$ cat config.mk
export PLATFORM = sky130hd
export DESIGN_NAME = load_cell_adc_serial_reader_flat
export DESIGN_NICKNAME = d
export VERILOG_FILES = /design/src/sv/lcsr_pkg.sv /design/src/sv/lcsr_in_if.sv /design/src/sv/lcsr_out_if.sv /design/src/sv/lcsr_cfg_if.sv /design/src/sv/load_cell_adc_serial_reader.sv /design/src/sv/lcsr_engine.sv /design/src/flat_wrapper.sv
export VERILOG_INCLUDE_DIRS = /design/src /design/src/sv
export SDC_FILE = /design/constraint.sdc
export NUM_CORES = 1
export LEC_CHECK = 0
export ABC_AREA = 1
export BUFFER_PORTS_ARGS = -buffer_cell sky130_fd_sc_hd__buf_2
export CORE_MARGIN = 2
export CORE_UTILIZATION = 41
export CTS_CLUSTER_SIZE = 20
export DETAILED_ROUTE_END_ITERATION = 7
export HOLD_SLACK_MARGIN = 0.1
export PLACE_DENSITY = 0.64
export SYNTH_ARGS = -nofsm -noshare
export SYNTH_HDL_FRONTEND = slang
export SYNTH_SLANG_ARGS = --single-unit
$ cat constraint.sdc
create_clock -name clk -period 3.85 [get_ports clk]
set_input_delay 0 -clock clk [delete_from_list [all_inputs] [get_ports clk]]
set_output_delay 0 -clock clk [all_outputs]
set_load 0.05 [all_outputs]
$ cat src/sv/load_cell_adc_serial_reader_defines.svh
// assertion helpers used by the asserting file
`ifndef LOAD_CELL_ADC_SERIAL_READER_DEFINES_SVH
`define LOAD_CELL_ADC_SERIAL_READER_DEFINES_SVH

// same-cycle implication, checked out of reset
`define LCSR_ASSERT_NOW(label, ante, cons) \
  label: assert property (@(posedge clk) disable iff (!rst_n) (ante) |-> (cons)) \
    else $error("lcsr assertion failed");

// next-cycle implication, checked out of reset
`define LCSR_ASSERT_NEXT(label, ante, cons) \
  label: assert property (@(posedge clk) disable iff (!rst_n) (ante) |=> (cons)) \
    else $error("lcsr assertion failed");

`endif

$ cat src/sv/lcsr_pkg.sv
`default_nettype none
package lcsr_pkg;

  localparam int SAMPLE_W  = 24;
  localparam int GAIN_W    = 2;
  localparam int HALF_W    = 8;
  localparam int TIMEOUT_W = 24;
  localparam int CFG_IDX_W = 2;
  localparam int CFG_DAT_W = 24;

  // register indexes
  localparam logic [CFG_IDX_W-1:0] REG_GAIN_SELECT       = 2'd0;
  localparam logic [CFG_IDX_W-1:0] REG_HALF_PERIOD_TICKS = 2'd1;
  localparam logic [CFG_IDX_W-1:0] REG_TIMEOUT_TICKS     = 2'd2;

  // register reset values
  localparam logic [GAIN_W-1:0]    GAIN_RST    = 2'd2;
  localparam logic [HALF_W-1:0]    HALF_RST    = 8'd1;
  localparam logic [TIMEOUT_W-1:0] TIMEOUT_RST = 24'd200000;

  // largest meaningful gain code
  localparam logic [GAIN_W-1:0] GAIN_MAX = 2'd2;

  // sequencer phases
  localparam int PHASE_W = 2;
  localparam logic [PHASE_W-1:0] PH_IDLE = 2'd0;
  localparam logic [PHASE_W-1:0] PH_WAIT = 2'd1;
  localparam logic [PHASE_W-1:0] PH_HIGH = 2'd2;
  localparam logic [PHASE_W-1:0] PH_LOW  = 2'd3;

  typedef struct packed {
    logic start_read;
    logic power_down;
    logic dout_level;
  } in_item_t;

  typedef struct packed {
    logic                       sck_level;
    logic                       sample_valid;
    logic signed [SAMPLE_W-1:0] sample_value;
    logic                       timed_out;
    logic                       busy_res;
    logic                       device_ready;
  } out_item_t;

  typedef struct packed {
    logic [GAIN_W-1:0]    gain_select;
    logic [HALF_W-1:0]    half_period_ticks;
    logic [TIMEOUT_W-1:0] timeout_ticks;
  } cfg_t;

endpackage
`default_nettype wire

$ cat src/sv/lcsr_in_if.sv
`default_nettype none
interface lcsr_in_if;
  import lcsr_pkg::*;

  logic     valid;
  logic     ready;
  in_item_t data;

  modport source (output valid, output data, input ready);
  modport sink (input valid, input data, output ready);
endinterface
`default_nettype wire

$ cat src/sv/lcsr_out_if.sv
`default_nettype none
interface lcsr_out_if;
  import lcsr_pkg::*;

  logic      valid;
  logic      ready;
  out_item_t data;

  modport source (output valid, output data, input ready);
  modport sink (input valid, input data, output ready);
endinterface
`default_nettype wire

$ cat src/sv/lcsr_cfg_if.sv
`default_nettype none
interface lcsr_cfg_if;
  import lcsr_pkg::*;

  logic                 valid;
  logic                 ready;
  logic [CFG_IDX_W-1:0] index;
  logic [CFG_DAT_W-1:0] wdata;

  modport source (output valid, output index, output wdata, input ready);
  modport sink (input valid, input index, input wdata, output ready);
endinterface
`default_nettype wire

$ cat src/sv/load_cell_adc_serial_reader.sv
// a beat accepted into the input register is stepped combinationally and written to
//   the result register once the result slot is free; that register drives the result channel
// throughput: one beat per cycle while the result side takes each result, through the
//   combinational step between input and result registers; back-pressure on the result side stalls the input side
// reset: synchronous active-low rst_n clears both stages, returns the sequencer to
//   idle and loads the registers with gain 2, half period 1, timeout 200000
`default_nettype none
`include "load_cell_adc_serial_reader_defines.svh"
module load_cell_adc_serial_reader #(
  parameter int DATA_BITS = 24
) (
  input  wire logic   clk,
  input  wire logic   rst_n,
  lcsr_in_if.sink     in_ch,
  lcsr_out_if.source  out_ch,
  lcsr_cfg_if.sink    cfg_ch
);
  import lcsr_pkg::*;

  // configuration registers, always writable
  cfg_t cfg_r;

  // input stage
  logic     in_valid_r;
  in_item_t in_item_r;

  // result stage
  logic      out_valid_r;
  out_item_t out_item_r;

  out_item_t step_res;
  logic      out_free;
  logic      step_fire;

  // result slot frees when empty or being taken this cycle
  assign out_free  = !out_valid_r || out_ch.ready;
  // the held input beat moves through the step logic into the result slot
  assign step_fire = in_valid_r && out_free;

  assign in_ch.ready  = !in_valid_r || out_free;
  assign out_ch.valid = out_valid_r;
  assign out_ch.data  = out_item_r;
  assign cfg_ch.ready = 1'b1;

  // register decode; writes past the list are dropped
  always_ff @(posedge clk) begin
    if (!rst_n) begin
      cfg_r.gain_select       <= GAIN_RST;
      cfg_r.half_period_ticks <= HALF_RST;
      cfg_r.timeout_ticks     <= TIMEOUT_RST;
    end else if (cfg_ch.valid) begin
      case (cfg_ch.index)
        REG_GAIN_SELECT:       cfg_r.gain_select       <= cfg_ch.wdata[GAIN_W-1:0];
        REG_HALF_PERIOD_TICKS: cfg_r.half_period_ticks <= cfg_ch.wdata[HALF_W-1:0];
        REG_TIMEOUT_TICKS:     cfg_r.timeout_ticks     <= cfg_ch.wdata[TIMEOUT_W-1:0];
        default: begin
        end
      endcase
    end
  end

  // input register
  always_ff @(posedge clk) begin
    if (!rst_n) begin
      in_valid_r <= 1'b0;
    end else if (in_ch.ready) begin
      in_valid_r <= in_ch.valid;
    end
  end

  always_ff @(posedge clk) begin
    if (in_ch.valid && in_ch.ready) begin
      in_item_r <= in_ch.data;
    end
  end

  // pin sequencer: one tick per beat
  lcsr_engine #(
    .DATA_BITS(DATA_BITS)
  ) u_engine (
    .clk  (clk),
    .rst_n(rst_n),
    .step (step_fire),
    .item (in_item_r),
    .cfg  (cfg_r),
    .res  (step_res)
  );

  // result register
  always_ff @(posedge clk) begin
    if (!rst_n) begin
      out_valid_r <= 1'b0;
    end else if (out_free) begin
      out_valid_r <= step_fire;
    end
  end

  always_ff @(posedge clk) begin
    if (step_fire) begin
      out_item_r <= step_res;
    end
  end

  // a finished sample and a timeout never share a tick
  `LCSR_ASSERT_NOW(a_no_sample_and_timeout, out_valid_r,
                   !(out_item_r.sample_valid && out_item_r.timed_out))
  // a read that reports leaves the sequencer idle
  `LCSR_ASSERT_NOW(a_done_not_busy,
                   out_valid_r && (out_item_r.sample_valid || out_item_r.timed_out),
                   !out_item_r.busy_res)
  // a stalled input beat stays held for the step logic
  `LCSR_ASSERT_NEXT(a_in_stage_holds, in_valid_r && !out_free,
                    in_valid_r && $stable(in_item_r))

endmodule
`default_nettype wire

$ cat src/sv/lcsr_engine.sv
`default_nettype none
module lcsr_engine #(
  parameter int DATA_BITS = 24
) (
  input  wire logic                clk,
  input  wire logic                rst_n,
  input  wire logic                step,
  input  wire lcsr_pkg::in_item_t  item,
  input  wire lcsr_pkg::cfg_t      cfg,
  output lcsr_pkg::out_item_t      res
);
  import lcsr_pkg::*;

  localparam int PC_W = $clog2(DATA_BITS + 4);

  logic [PHASE_W-1:0]   phase_r, phase_nxt;
  logic [PC_W-1:0]      pulse_r, pulse_nxt;
  logic [DATA_BITS-1:0] shift_r, shift_nxt;
  logic [HALF_W-1:0]    half_r, half_nxt;
  logic [TIMEOUT_W-1:0] wait_r, wait_nxt;
  logic                 sck_r, sck_nxt;

  logic [HALF_W-1:0]    hp;
  logic [TIMEOUT_W-1:0] to;
  logic [GAIN_W-1:0]    gs;
  logic [PC_W-1:0]      pulse_inc;
  logic [PC_W-1:0]      pulse_end;
  logic                 wait_done;
  logic                 half_done;

  // zero acts as one, gain code three acts as two
  assign hp = (cfg.half_period_ticks == '0) ? HALF_W'(1) : cfg.half_period_ticks;
  assign to = (cfg.timeout_ticks == '0) ? TIMEOUT_W'(1) : cfg.timeout_ticks;
  assign gs = (cfg.gain_select > GAIN_MAX) ? GAIN_MAX : cfg.gain_select;

  assign pulse_inc = pulse_r + PC_W'(1);
  assign pulse_end = PC_W'(DATA_BITS) + PC_W'(gs) + PC_W'(1);
  assign wait_done = ({1'b0, wait_r} + (TIMEOUT_W+1)'(1)) >= {1'b0, to};
  assign half_done = half_r >= hp;

  always_comb begin
    phase_nxt = phase_r;
    pulse_nxt = pulse_r;
    shift_nxt = shift_r;
    half_nxt  = half_r;
    wait_nxt  = wait_r;
    sck_nxt   = sck_r;
    res       = '0;

    if (item.power_down) begin
      phase_nxt = PH_IDLE;
      pulse_nxt = '0;
      half_nxt  = '0;
      wait_nxt  = '0;
      sck_nxt   = 1'b1;
    end else begin
      case (phase_r)
        PH_IDLE: begin
          sck_nxt = 1'b0;
          if (item.start_read) begin
            phase_nxt = PH_WAIT;
            wait_nxt  = '0;
          end
        end
        PH_WAIT: begin
          sck_nxt = 1'b0;
          if (!item.dout_level) begin
            phase_nxt = PH_HIGH;
            sck_nxt   = 1'b1;
            half_nxt  = HALF_W'(1);
            pulse_nxt = '0;
            shift_nxt = '0;
          end else if (wait_done) begin
            res.timed_out = 1'b1;
            phase_nxt     = PH_IDLE;
            wait_nxt      = '0;
          end else begin
            wait_nxt = wait_r + TIMEOUT_W'(1);
          end
        end
        PH_HIGH: begin
          if (half_done) begin
            // data bit sampled at the end of the high half
            if (pulse_r < PC_W'(DATA_BITS)) begin
              shift_nxt = {shift_r[DATA_BITS-2:0], item.dout_level};
            end
            sck_nxt   = 1'b0;
            phase_nxt = PH_LOW;
            half_nxt  = HALF_W'(1);
          end else begin
            half_nxt = half_r + HALF_W'(1);
          end
        end
        PH_LOW: begin
          if (half_done) begin
            pulse_nxt = pulse_inc;
            half_nxt  = HALF_W'(1);
            if (pulse_inc >= pulse_end) begin
              res.sample_valid = 1'b1;
              res.sample_value = SAMPLE_W'($signed(shift_r));
              phase_nxt        = PH_IDLE;
              pulse_nxt        = '0;
              half_nxt         = '0;
              sck_nxt          = 1'b0;
            end else begin
              phase_nxt = PH_HIGH;
              sck_nxt   = 1'b1;
            end
          end else begin
            half_nxt = half_r + HALF_W'(1);
          end
        end
        default: begin
          phase_nxt = PH_IDLE;
        end
      endcase
    end

    res.sck_level    = sck_nxt;
    res.busy_res     = (phase_nxt != PH_IDLE);
    res.device_ready = ~item.dout_level;
  end

  always_ff @(posedge clk) begin
    if (!rst_n) begin
      phase_r <= PH_IDLE;
      pulse_r <= '0;
      shift_r <= '0;
      half_r  <= '0;
      wait_r  <= '0;
      sck_r   <= 1'b0;
    end else if (step) begin
      phase_r <= phase_nxt;
      pulse_r <= pulse_nxt;
      shift_r <= shift_nxt;
      half_r  <= half_nxt;
      wait_r  <= wait_nxt;
      sck_r   <= sck_nxt;
    end
  end

endmodule
`default_nettype wire
$ cat src/flat_wrapper.sv
// flat-port wrapper written by rule: the top's interface ports become plain ports
module load_cell_adc_serial_reader_flat import lcsr_pkg::*;
#(
  parameter int DATA_BITS = 24
)
  (clk, rst_n, in_ch_valid, in_ch_data, in_ch_ready, out_ch_valid, out_ch_data, out_ch_ready, cfg_ch_valid, cfg_ch_index, cfg_ch_wdata, cfg_ch_ready);
  lcsr_in_if in_ch_i ();
  lcsr_out_if out_ch_i ();
  lcsr_cfg_if cfg_ch_i ();
  input  wire logic clk;
  input  wire logic rst_n;
  input wire logic [$bits(in_ch_i.valid)-1:0] in_ch_valid;
  input wire logic [$bits(in_ch_i.data)-1:0] in_ch_data;
  output wire logic [$bits(in_ch_i.ready)-1:0] in_ch_ready;
  output wire logic [$bits(out_ch_i.valid)-1:0] out_ch_valid;
  output wire logic [$bits(out_ch_i.data)-1:0] out_ch_data;
  input wire logic [$bits(out_ch_i.ready)-1:0] out_ch_ready;
  input wire logic [$bits(cfg_ch_i.valid)-1:0] cfg_ch_valid;
  input wire logic [$bits(cfg_ch_i.index)-1:0] cfg_ch_index;
  input wire logic [$bits(cfg_ch_i.wdata)-1:0] cfg_ch_wdata;
  output wire logic [$bits(cfg_ch_i.ready)-1:0] cfg_ch_ready;
  assign in_ch_i.valid = in_ch_valid;
  assign in_ch_i.data = in_ch_data;
  assign in_ch_ready = in_ch_i.ready;
  assign out_ch_valid = out_ch_i.valid;
  assign out_ch_data = out_ch_i.data;
  assign out_ch_i.ready = out_ch_ready;
  assign cfg_ch_i.valid = cfg_ch_valid;
  assign cfg_ch_i.index = cfg_ch_index;
  assign cfg_ch_i.wdata = cfg_ch_wdata;
  assign cfg_ch_ready = cfg_ch_i.ready;
  load_cell_adc_serial_reader #(.DATA_BITS(DATA_BITS)) u_core (.clk(clk), .rst_n(rst_n), .in_ch(in_ch_i), .out_ch(out_ch_i), .cfg_ch(cfg_ch_i));
endmodule
==> results of run 1 <==
==> flip-flops by register name, indices dropped and copies added (netlist names) <==
| name | flops |
|---|---|
| u_core.cfg_r | 34 |
| u_core.u_engine.wait_r | 24 |
| u_core.u_engine.phase_r | 2 |
| u_core.in_valid_r | 1 |
| u_core.u_engine.shift_r | 24 |
| u_core.out_ch.data | 29 |
| u_core.in_item_r | 3 |
| u_core.u_engine.pulse_r | 5 |
| u_core.out_ch.valid | 1 |
| u_core.u_engine.half_r | 8 |
| u_core.u_engine.sck_r | 1 |
==> timing repair <==
| item | CTS | global route |
|---|---|---|
| hold endpoints to repair | 42 | 0 |
| setup buffers | 0 | 0 |
| setup endpoints to repair | 0 | 0 |
| hold buffers | 47 | 0 |
==> layout make-up <==
| type | count | area share [%] |
|---|---|---|
| Clock buffer | 18 | 5.28 |
| Clock inverter | 14 | 1.65 |
| Inverter | 125 | 5.64 |
| Multi-Input combinational cell | 535 | 38.7 |
| Sequential cell | 132 | 35.6 |
| Tap cell | 220 | 3.31 |
| Timing Repair Buffer | 115 | 9.86 |
==> metal layers <==
metal	vias to the layer above	GRT usage [%]	wire [um]
met1	2582	23.7	7140
met2	125	27.1	6680
met3	24	3.68	627
met4	0	6.75	258
li1	2921	-	-
met5	-	0	0
==> Yosys cell counts, drive strengths merged (3+ instances only) <==
master  count
o21ai      36
clkbuf     18
dfxtp     100
ha         38
inv       125
o211ai     10
buf        12
nand4      21
a211oi     24
nor2       76
nand3      22
nand3b      3
edfxtp     32
nor4        3
a21oi     100
nand2     147
xnor2      10
nor3       12
xor2       21
==> worst max path at each step <==
stage / from / endpoint / slack [ns] / cells past startpoint
floorplan: u_core.u_engine.wait_r[0] / u_core.u_engine.wait_r[22] / 1.07 / 22
global placement: u_core.u_engine.wait_r[0] / u_core.u_engine.wait_r[22] / 0.60 / 21
detailed placement: u_core.u_engine.wait_r[0] / u_core.u_engine.wait_r[22] / 0.48 / 21
CTS: u_core.u_engine.wait_r[0] / u_core.u_engine.wait_r[22] / 0.47 / 21
global route: u_core.u_engine.wait_r[0] / u_core.u_engine.wait_r[14] / 0.04 / 21
finish: u_core.u_engine.wait_r[0] / u_core.u_engine.wait_r[22] / 0.47 / 23
==> logic make-up (layout without fill, tap and decap cells) <==
kind of cell    count (synthesis)  after routing  synth area share (%)
xor+xnor                       31             31                  4.32
flops                         132            132                  43.6
compound gates                177            177                  16.2
buf+inv                       155            272                  9.20
fa+ha+maj                      38             38                  6.99
simple gates                  287            287                  19.6
other cells                     1              2                0.0551
==> where the power goes <==
group          switching (W)  total, W  internal (W)  leakage (nW)
clock               0.000700   0.00157      0.000875         0.279
combinational       0.000201  0.000306      0.000105          2.16
sequential         0.0000218   0.00149       0.00146          1.12
total               0.000923   0.00337       0.00244          3.55
==> stage by stage <==
stage	utilization [%]	area (sq um)	hold WS [ns]	cells
5_1_grt	50.7	8320	0.307	1159
3_3_place_gp	44.4	7280	0.200	1080
3_5_place_dp	44.4	7280	0.201	1080
4_1_cts	50.7	8320	0.219	1159
6_report	50.7	8320	0.228	1159
2_1_floorplan	-	6810	0.0989	822
==> critical path: stages, from the launching register on <==
cell and delay [ns]:
dfxtp_1 0.45, ha_1 0.24, nand2_2 0.08, nor2_4 0.15, nand2_4 0.09, nor2_8 0.14
nand2_1 0.11, nor2_2 0.10, xnor2_1 0.12, inv_1 0.07, ha_1 0.30, nand2_1 0.06
inv_1 0.04, nand2_1 0.12, inv_1 0.05, nand2_1 0.06, nand2_1 0.06, nand2_1 0.07
nand2_1 0.05, nand2_1 0.10, nand2_1 0.10, nor2_4 0.47, nand2_1 0.15, a21oi_2 0.14
==> summary.txt, run 1 <==
Clock network
  – CTS root buf: clkbuf_16
  – Max Root-Sink Buffers: 2
  – Clk_lat worst skew: 0.42 ns
  – Num CTS Buffers: 17
  – H-tree levels: 4
  – Clk slew on worst S/H paths: 0.07 ns
  – CTS tree: done
  – Sink Count: about 130
  – # resized after CTS: 0

Final layout
  – Register area: 0.00296 sq mm
  – Layout cells sized above 1: 16.9%
  – Area growth syn-to-layout: 22.4%
  – Antenna diodes: 0
  – Most frequent cells in the layout: 141 x nand2_1, 116 x inv_1, 100 x dfxtp_1
  – Final layout net count: 998
  – FILL cells: 1535
  – Multi-input logic area: 0.00322 sq mm
  – Most common cell after layout, fill and taps aside: nand2_1

Synth
  – Mean area per synthesized cell: 8.28 sq um
  – Ys flop type: dfxtp_1
  – Largest area contributor in the netlist: dfxtp_1
  – Largest cells by area after synthesis: dfxtp_1 29%, edfxtp_1 14%, nand2_1 7.8%, a21oi_1 7.3%, ha_1 7.0%
  – Seq cells post-synth: roughly 130
  – Number of enable flip-flop cells after synthesis: 32
  – Post-Synthesis Cells: 821
  – Cell area after synthesis: 0.00680 sq mm
  – Async S/R FF share, synth: 0%
  – Unique cell type count in the Yosys netlist: 45
  – Top cell type's share of synthesized area: between 20% and 30%
  – Warnings, synthesis: 0
  – Seq/Total Area, Yosys: 43.6%

Floorplanning
  – DIE AREA: 0.0176 sq mm
  – # IOs: 66
  – Num rows: 47
  – Starting Density: 41.5%
  – Core area: approximately 0.016 sq mm
  – Die height: 133 um
  – Die Wd: roughly 130 um

Worst hold path
  – Hold crit path type: in -> reg
  – Hold wc startpoint: cfg_ch_index[0]
  – Hold depth: 5
  – Hold endpoint: u_core.cfg_r[25]

Timing
  – PnR worst setup slack: 0.475 ns
  – Final setup viols: 0
  – Count of pins over their slew limit: 0
  – Actual slew at the worst max-slew pin: 1.06 ns
  – Setup TNS: 0 ns
  – Fmax: 296 MHz
  – Final Hold Viols: 0
  – Slew HR: between 20% and 30%
  – Period utilisation layout: 87.7%
  – RSZ-0062 raised after global routing: no
  – Minimum clock period: roughly 3.4 ns
  – Clk_skew: 0.0111 ns

Place
  – # port buffers: 64
  – Routability Congestion: 0.894
  – Post-DP HPWL: around 9900 um
  – Pre-CTS WS: 0.479 ns

Worst setup path
  – Worst-path fanout max: 24
  – CP Class: reg -> reg
  – Setup slack, reg-to-reg: ~0.47 ns
  – Worst EP required: 4.20 ns
  – CP Data Arrival Time: 3.73 ns
  – Crit Reg-Reg Endpoint: u_core.u_engine.wait_r[22]
  – Cells on worst reg2reg path: 23
  – Startpoint Class: register
  – R2R Path Start: u_core.u_engine.wait_r[0]
  – Crit end category: register

Drt
  – Wire per inst: 12.7 um
  – First-pass DRT Iterations: 5
  – Drt total wl: 14700 um
  – DRT antenna net count: 0
  – Vias post-DR: 5652
  – Via/cell ratio: slightly below 5
  – Post-route DRC: 0
  – DR iter-0 viols: 358

Global routing
  – Pin count of the biggest net entering global routing: 49
  – GRT Overall Usage: 17.4%
  – Global-route wire length before repair: around 25000 um
  – Vias in the first global route: about 5300
  – Initial antenna violation count: 0
  – Grt ovf: 0

Pwr
  – PwrDens: 404 mW/mm^2
  – Tot Pwr: 0.00337 W
  – Leakage Power: 3.55 nW
  – Worst vdd ir: roughly 320 uV

Outcome
  – Status: completed

Job
  – Max Cap Viol: 0
Note: power is estimated with default switching activity, not from simulation.
==> inputs of run 2 (changes only) <==
--- a/config.mk
+++ b/config.mk
@@ -6,8 +6,8 @@
 export SDC_FILE = /design/constraint.sdc
 export NUM_CORES = 1
 export LEC_CHECK = 0
-export ABC_AREA = 1
 export BUFFER_PORTS_ARGS = -buffer_cell sky130_fd_sc_hd__buf_2
+export CORE_ASPECT_RATIO = 1.5
 export CORE_MARGIN = 2
 export CORE_UTILIZATION = 41
 export CTS_CLUSTER_SIZE = 20
==> summary.txt, run 2 <==
Floorplanning
  – Num rows: 57 (was 47)
  – # IOs: 66 (unchanged)
  – Core area: 0.0160 sq mm (was 0.0164 sq mm)
  – Die height: 160 um (was 133 um)
  – Die Wd: 108 um (was 133 um)
  – Starting Density: 41.5% (about the same)
  – DIE AREA: 0.0173 sq mm (was 0.0176 sq mm)

Drt
  – Wire per inst: 14.3 um (was 12.7 um)
  – Post-route DRC: 0 (unchanged)
  – Metal2 WL: 7850 um (was 6680 um)
  – DRT antenna net count: 0 (unchanged)
  – Drt total wl: 14900 um (was 14700 um)
  – Via/cell ratio: 5.10 (was 4.88)
  – Highest metal used: met4 (unchanged)
  – DR iter-0 viols: 178 (was 358)
  – Vias post-DR: 5302 (was 5652)
  – Met3 routed WL: 428 um (was 627 um)
  – Metal-1 WL: 6220 um (was 7140 um)
  – First-pass DRT Iterations: 4 (was 5)

Timing
  – Actual slew at the worst max-slew pin: 1.04 ns (was 1.06 ns)
  – RSZ-0062 raised after global routing: yes (was no)
  – Period utilisation layout: 94.4% (was 87.7%)
  – Clk_skew: 0.00925 ns (was 0.0111 ns)
  – Count of pins over their slew limit: 0 (unchanged)
  – Final Hold Viols: 0 (unchanged)
  – Fmax: 275 MHz (was 296 MHz)
  – Slew HR: 30.8% (was 29.1%)
  – Setup TNS: 0 ns (unchanged)
  – Final setup viols: 0 (unchanged)
  – Fin Hold WS: 0.168 ns (was 0.228 ns)
  – Minimum clock period: 3.63 ns (was 3.38 ns)

Worst setup path
  – CP Class: reg -> reg (unchanged)
  – CP Data Arrival Time: 3.94 ns (was 3.73 ns)
  – Worst EP required: 4.15 ns (was 4.20 ns)
  – Startpoint Class: register (unchanged)
  – Worst-path fanout max: 14 (was 24)
  – Crit end category: register (unchanged)

Final layout
  – Area growth syn-to-layout: 20.8% (was 22.4%)
  – FILL cells: 1561 (was 1535)
  – Max reg flops: 34 (unchanged)
  – Antenna diodes: 0 (unchanged)
  – Layout Utilization: 50.2% (was 50.7%)
  – Multi-input logic area: 0.00342 sq mm (was 0.00322 sq mm)
  – Most frequent cells in the layout: 109 x nand2_1, 100 x dfxtp_1, 64 x buf_2 (was 141 x nand2_1, 116 x inv_1, 100 x dfxtp_1)
  – Most common cell after layout, fill and taps aside: nand2_1 (unchanged)
  – Most flop-heavy register: u_core.cfg_r (unchanged)
  – Register area: 0.00296 sq mm (unchanged)
  – Final layout net count: 893 (was 998)
  – Layout cells sized above 1: 14.9% (was 16.9%)

Synth
  – Post-Synthesis Cells: 731 (was 821)
  – Unique cell type count in the Yosys netlist: 62 (was 45)
  – Cell area after synthesis: 0.00666 sq mm (was 0.00680 sq mm)
  – Most frequent cell after synthesis: nand2_1 (unchanged)
  – Async S/R FF share, synth: 0% (unchanged)
  – Top cell type's share of synthesized area: 30.0% (was 29.4%)
  – Ys flop type: dfxtp_1 (unchanged)
  – Top cells by count, synth: 109 x nand2_1, 100 x dfxtp_1, 43 x nand3_1 (was 142 x nand2_1, 117 x inv_1, 100 x dfxtp_1)
  – Largest area contributor in the netlist: dfxtp_1 (unchanged)
  – Mean area per synthesized cell: 9.11 sq um (was 8.28 sq um)
  – Largest cells by area after synthesis: dfxtp_1 30%, edfxtp_1 14%, ha_1 7.1%, nand2_1 6.1%, nor2b_1 3.6% (was dfxtp_1 29%, edfxtp_1 14%, nand2_1 7.8%, a21oi_1 7.3%, ha_1 7.0%)
  – Warnings, synthesis: 0 (unchanged)
  – Seq cells post-synth: 132 (unchanged)
  – Number of enable flip-flop cells after synthesis: 32 (unchanged)
  – Seq/Total Area, Yosys: 44.5% (was 43.6%)

Pwr
  – Sw Ratio: 25.3% (was 27.4%)
  – Worst vdd ir: 231 uV (was 323 uV)
  – Tot Pwr: 0.00323 W (was 0.00337 W)
  – P_sw: 0.000817 W (was 0.000923 W)
  – Clock network power share: 46.7% (was 46.8%)
  – Internal: 0.00241 W (was 0.00244 W)
  – Sequential Power Share: 45.7% (was 44.1%)
  – Leakage Power: 3.14 nW (was 3.55 nW)
  – PwrDens: 401 mW/mm^2 (was 404 mW/mm^2)
  – Combinational power share: 7.6% (was 9.1%)

Place
  – Post-DP HPWL: 10600 um (was 9880 um)
  – Routability Congestion: 0.823 (was 0.894)
  – # port buffers: 64 (unchanged)

Clock network
  – Clk slew on worst S/H paths: 0.06 ns (was 0.07 ns)
  – H-tree levels: 4 (unchanged)
  – Clk_lat worst skew: 0.41 ns (was 0.42 ns)
  – Max Root-Sink Buffers: 2 (unchanged)
  – Sink Count: 132 (unchanged)
  – Num CTS Buffers: 17 (unchanged)
  – CTS root buf: clkbuf_16 (unchanged)
  – CTS tree: done (unchanged)
  – Total setup buffers inserted after CTS: 0 (unchanged)

Global routing
  – Global-route wire length before repair: 24500 um (was 25000 um)
  – Grt ovf: 0 (unchanged)
  – Vias in the first global route: 5032 (was 5275)
  – Pin count of the biggest net entering global routing: 55 (was 49)
  – Initial antenna violation count: 0 (unchanged)
  – GRT Overall Usage: 17.8% (was 17.4%)

Outcome
  – Status: completed (unchanged)

Job
  – Max Cap Viol: 0 (unchanged)

Worst hold path
  – Hold crit path type: in -> reg (unchanged)
[run 2: worst paths after layout]
check	startpoint	endpoint	slack, ns	cells after the start
worst max-delay path	u_core.u_engine.wait_r[3]	u_core.u_engine.wait_r[21]	0.22	15
worst min-delay path	rst_n	u_core.cfg_r[24]	0.17	2
worst max register to register	u_core.u_engine.wait_r[3]	u_core.u_engine.wait_r[21]	0.22	15
worst min register to register	u_core.u_engine.shift_r[2]	u_core.u_engine.shift_r[3]	0.46	2
[run 2: per-stage QoR]
stage | cell area (sq um) | setup slack (ns) | cells
6_report | 8050 | 0.216 | 1040
5_1_grt | 8050 | -0.0460 | 1040
4_1_cts | 8040 | 0.127 | 1040
3_5_place_dp | 7150 | 0.125 | 975
3_3_place_gp | 7150 | 0.281 | 975
2_1_floorplan | 6670 | 0.492 | 732
[run 2: power groups by stage]
stage	Sequential (W)	Combinational, W	Clock (W)
finish	0.00148	0.000244	0.00151
global route	0.00148	0.000266	0.00160
CTS	0.00148	0.000244	0.00154
detailed placement	0.00151	0.000218	0
global placement	0.00151	0.000217	0
floorplan	0.00155	0.000108	0
[run 2: what timing repair did]
action / CTS / global route
endpoints found under the setup margin: 0 / 27
endpoints found under the hold margin: 42 / 0
resized for setup: 0 / 4
hold buffers: 33 / 0
[run 2: critical path: stages, from the launching register on]
cell and delay [ns]:
dfxtp_1 0.41, and4_4 0.30, nand4_4 0.16, nor3_4 0.28, and3_2 0.22, nor2b_1 0.05, or2_2 0.30, ha_1 0.30
nand4_1 0.14, nor4_1 0.47, o31ai_1 0.16, nand3b_1 0.20, nor4_4 0.07, buf_4 0.20, a22oi_1 0.20, nor2b_1 0.06
[run 2: cell type report]
type	instances	share of cell area, %
multi-input combinational	527	42.5
tap	206	3.20
sequential	132	36.8
clock buffer	19	5.64
timing repair buffer	106	8.92
inverter	37	1.73
clock inverter	13	1.24
[run 2: cells by family after synthesis]
group / Yosys count / share of synthesized area, %
fa+ha+maj: 38 / 7.14
flops: 132 / 44.5
xor+xnor: 24 / 3.15
compound gates: 137 / 13.7
mux: 14 / 2.10
other cells: 1 / 0.0563
buf+inv: 73 / 4.71
simple gates: 312 / 24.7
[run 2: routing by layer]
metal,vias to the layer above,global-route usage (%)
li1,2743,-
met1,2433,20.3
met2,100,32.0
met3,26,3.55
met4,0,7.23
met5,-,0
==> inputs of run 3 (changes only) <==
--- a/config.mk
+++ b/config.mk
@@ -9,11 +9,11 @@
 export BUFFER_PORTS_ARGS = -buffer_cell sky130_fd_sc_hd__buf_2
 export CORE_ASPECT_RATIO = 1.5
 export CORE_MARGIN = 2
-export CORE_UTILIZATION = 41
+export CORE_UTILIZATION = 30
 export CTS_CLUSTER_SIZE = 20
 export DETAILED_ROUTE_END_ITERATION = 7
 export HOLD_SLACK_MARGIN = 0.1
-export PLACE_DENSITY = 0.64
+export PLACE_DENSITY = 0.51
 export SYNTH_ARGS = -nofsm -noshare
 export SYNTH_HDL_FRONTEND = slang
 export SYNTH_SLANG_ARGS = --single-unit
==> summary.txt, run 3 (synthesis results as in run 2) <==
Outcome
  – Status: completed (unchanged)

Clock network
  – Total setup buffers inserted after CTS: 0 (unchanged)
  – H-tree levels: 4 (unchanged)
  – Clk slew on worst S/H paths: 0.06 ns (about the same)
  – Clk_lat worst skew: 0.42 ns (was 0.41 ns)
  – Max Root-Sink Buffers: 2 (unchanged)
  – Num CTS Buffers: 17 (unchanged)
  – CTS root buf: clkbuf_16 (unchanged)
  – CTS tree: done (unchanged)
  – Sink Count: 132 (unchanged)

Timing
  – Clk_skew: 0.0105 ns (was 0.00925 ns)
  – Actual slew at the worst max-slew pin: 1.04 ns (about the same)
  – Fin Hold WS: 0.124 ns (was 0.168 ns)
  – Minimum clock period: 3.55 ns (was 3.63 ns)
  – Setup TNS: 0 ns (unchanged)
  – Final Hold Viols: 0 (unchanged)
  – PnR worst setup slack: 0.302 ns (was 0.216 ns)
  – Slew HR: 30.6% (was 30.8%)
  – RSZ-0062 raised after global routing: no (was yes)
  – Final setup viols: 0 (unchanged)
  – Period utilisation layout: 92.2% (was 94.4%)
  – Count of pins over their slew limit: 0 (unchanged)
  – Fmax: 282 MHz (was 275 MHz)

Place
  – Placed instance count: 1042 (was 975)
  – # port buffers: 64 (unchanged)
  – Post-DP HPWL: 11400 um (was 10600 um)
  – Pre-CTS WS: 0.121 ns (was 0.125 ns)
  – Routability Congestion: 0.814 (was 0.823)

Worst setup path
  – CP startpoint: u_core.u_engine.wait_r[2] (was u_core.u_engine.wait_r[3])
  – Worst EP required: 4.01 ns (was 4.15 ns)
  – R2R Path Start: u_core.u_engine.wait_r[2] (was u_core.u_engine.wait_r[3])
  – Setup slack, reg-to-reg: 0.30 ns (was 0.22 ns)
  – CP Data Arrival Time: 3.70 ns (was 3.94 ns)
  – Crit end category: register (unchanged)
  – CP Class: reg -> reg (unchanged)
  – Critical path's largest stage delay: 0.42 ns (was 0.47 ns)
  – Startpoint Class: register (unchanged)
  – CP max-delay cell: dfxtp_1 (was nor4_1)
  – Crit-path cells: and4_4 > nand4_4 > nor3_2 > and3_2 > nor2b_1 > or2_2 > ha_1 > nand4_1 > nor4_2 > o211ai_1 > nand3b_1 > nor4_1 > o31a_1 (was and4_4 > nand4_4 > nor3_4 > and3_2 > nor2b_1 > or2_2 > ha_1 > nand4_1 > nor4_1 > o31ai_1 > nand3b_1 > nor4_4 > buf_4 > a22oi_1 > nor2b_1)
  – Worst-path fanout max: 7 (was 14)

Worst hold path
  – Hold wc startpoint: rst_n (unchanged)
  – Hold crit path type: in -> reg (unchanged)

Final layout
  – Final layout net count: 894 (was 893)
  – Layout cells sized above 1: 15.3% (was 14.9%)
  – Area growth syn-to-layout: 22.6% (was 20.8%)
  – Most common cell after layout, fill and taps aside: nand2_1 (unchanged)
  – Layout Utilization: 37.6% (was 50.2%)
  – Most flop-heavy register: u_core.cfg_r (unchanged)
  – Antenna diodes: 0 (unchanged)
  – Most frequent cells in the layout: 109 x nand2_1, 99 x dfxtp_1, 64 x buf_2 (was 109 x nand2_1, 100 x dfxtp_1, 64 x buf_2)
  – Max reg flops: 34 (unchanged)
  – Final cell count without fillers: 1107 (was 1040)

Global routing
  – Grt ovf: 0 (unchanged)
  – Initial antenna violation count: 0 (unchanged)
  – GRT Overall Usage: 13.6% (was 17.8%)
  – Vias in the first global route: 5185 (was 5032)
  – Pin count of the biggest net entering global routing: 49 (was 55)
  – Global-route wire length before repair: 25800 um (was 24500 um)

Drt
  – Wire per inst: 14.2 um (was 14.3 um)
  – DRT antenna net count: 0 (unchanged)
  – Post-route DRC: 0 (unchanged)
  – Drt total wl: 15700 um (was 14900 um)
  – DR iter-0 viols: 215 (was 178)
  – Vias post-DR: 5313 (was 5302)
  – First-pass DRT Iterations: 4 (unchanged)
  – Via/cell ratio: 4.80 (was 5.10)

Floorplanning
  – Core area: 0.0217 sq mm (was 0.0160 sq mm)
  – Die height: 187 um (was 160 um)
  – Die Wd: 126 um (was 108 um)
  – Num rows: 66 (was 57)
  – DIE AREA: 0.0234 sq mm (was 0.0173 sq mm)
  – # IOs: 66 (unchanged)
  – Starting Density: 30.7% (was 41.5%)

Pwr
  – Leakage Power: 3.14 nW (about the same)
  – PwrDens: 405 mW/mm^2 (was 401 mW/mm^2)
  – Worst vdd ir: 299 uV (was 231 uV)

Job
  – Max Cap Viol: 0 (unchanged)
==> run 3: changes by cell type in the layout (fill, tap and decap cells not counted), moves of 2 or more <==
cell        change
clkinv_4        +2
clkinv_2        -2
clkinvlp_4      -2
inv_6           +2
==> run 3: path summary, 6_finish.rpt <==
path / cells past startpoint / end
worst min register to register: 2 / u_core.u_engine.shift_r[2]
worst max-delay path: 13 / u_core.out_ch.data[1]
worst max register to register: 13 / u_core.out_ch.data[1]
worst min-delay path: 3 / u_core.u_engine.shift_r[3]
==> run 3: repair_timing <==
| action | in CTS | in global routing |
|---|---|---|
| gates resized for setup | 0 | 6 |
| setup endpoints to repair | 0 | 26 |
| hold endpoints to repair | 42 | 0 |
| hold buffers | 33 | 0 |
==> run 3: where the power goes <==
part	internal, W	leakage (nW)	switching (W)
clock	0.000923	0.280	0.000664
sequential	0.00145	1.09	0.0000226
combinational	0.0000885	1.77	0.000159
==> run 3: final cells by class <==
type / count / area [sq um]
inverters: 37 / 139
multi-input cells: 527 / 3420
clock inverters: 14 / 140
well taps: 272 / 340
fillers: 2230 / 13500
flip-flops and latches: 132 / 2960
clock buffers: 18 / 439
repair buffers: 107 / 729
==> run 3: layer usage <==
metal	wire (um)	vias to the layer above	GRT usage [%]	part of all wire [%]
li1	-	2760	-	-
met1	6590	2440	15.3	42
met2	8360	95	25.5	53
met3	486	18	2.35	3.1
met4	247	0	4.74	1.6
met5	0	-	0	0
==> run 3: per-stage QoR <==
stage                     area (sq um)  total power [W]
after floorplan                   6670          0.00166
after global placement            7240          0.00173
after detailed placement          7240          0.00173
after CTS                         8150          0.00336
after global routing              8170          0.00344
final                             8170          0.00331
==> run 3: critical path, delay by kind of cell, from the launching register on <==
kind	cells	cell delay, ns
and+or+nand+nor	10	2.10
AOI/OAI and AO/OA	2	0.46
DFF	1	0.42
adders and majority gates	1	0.29
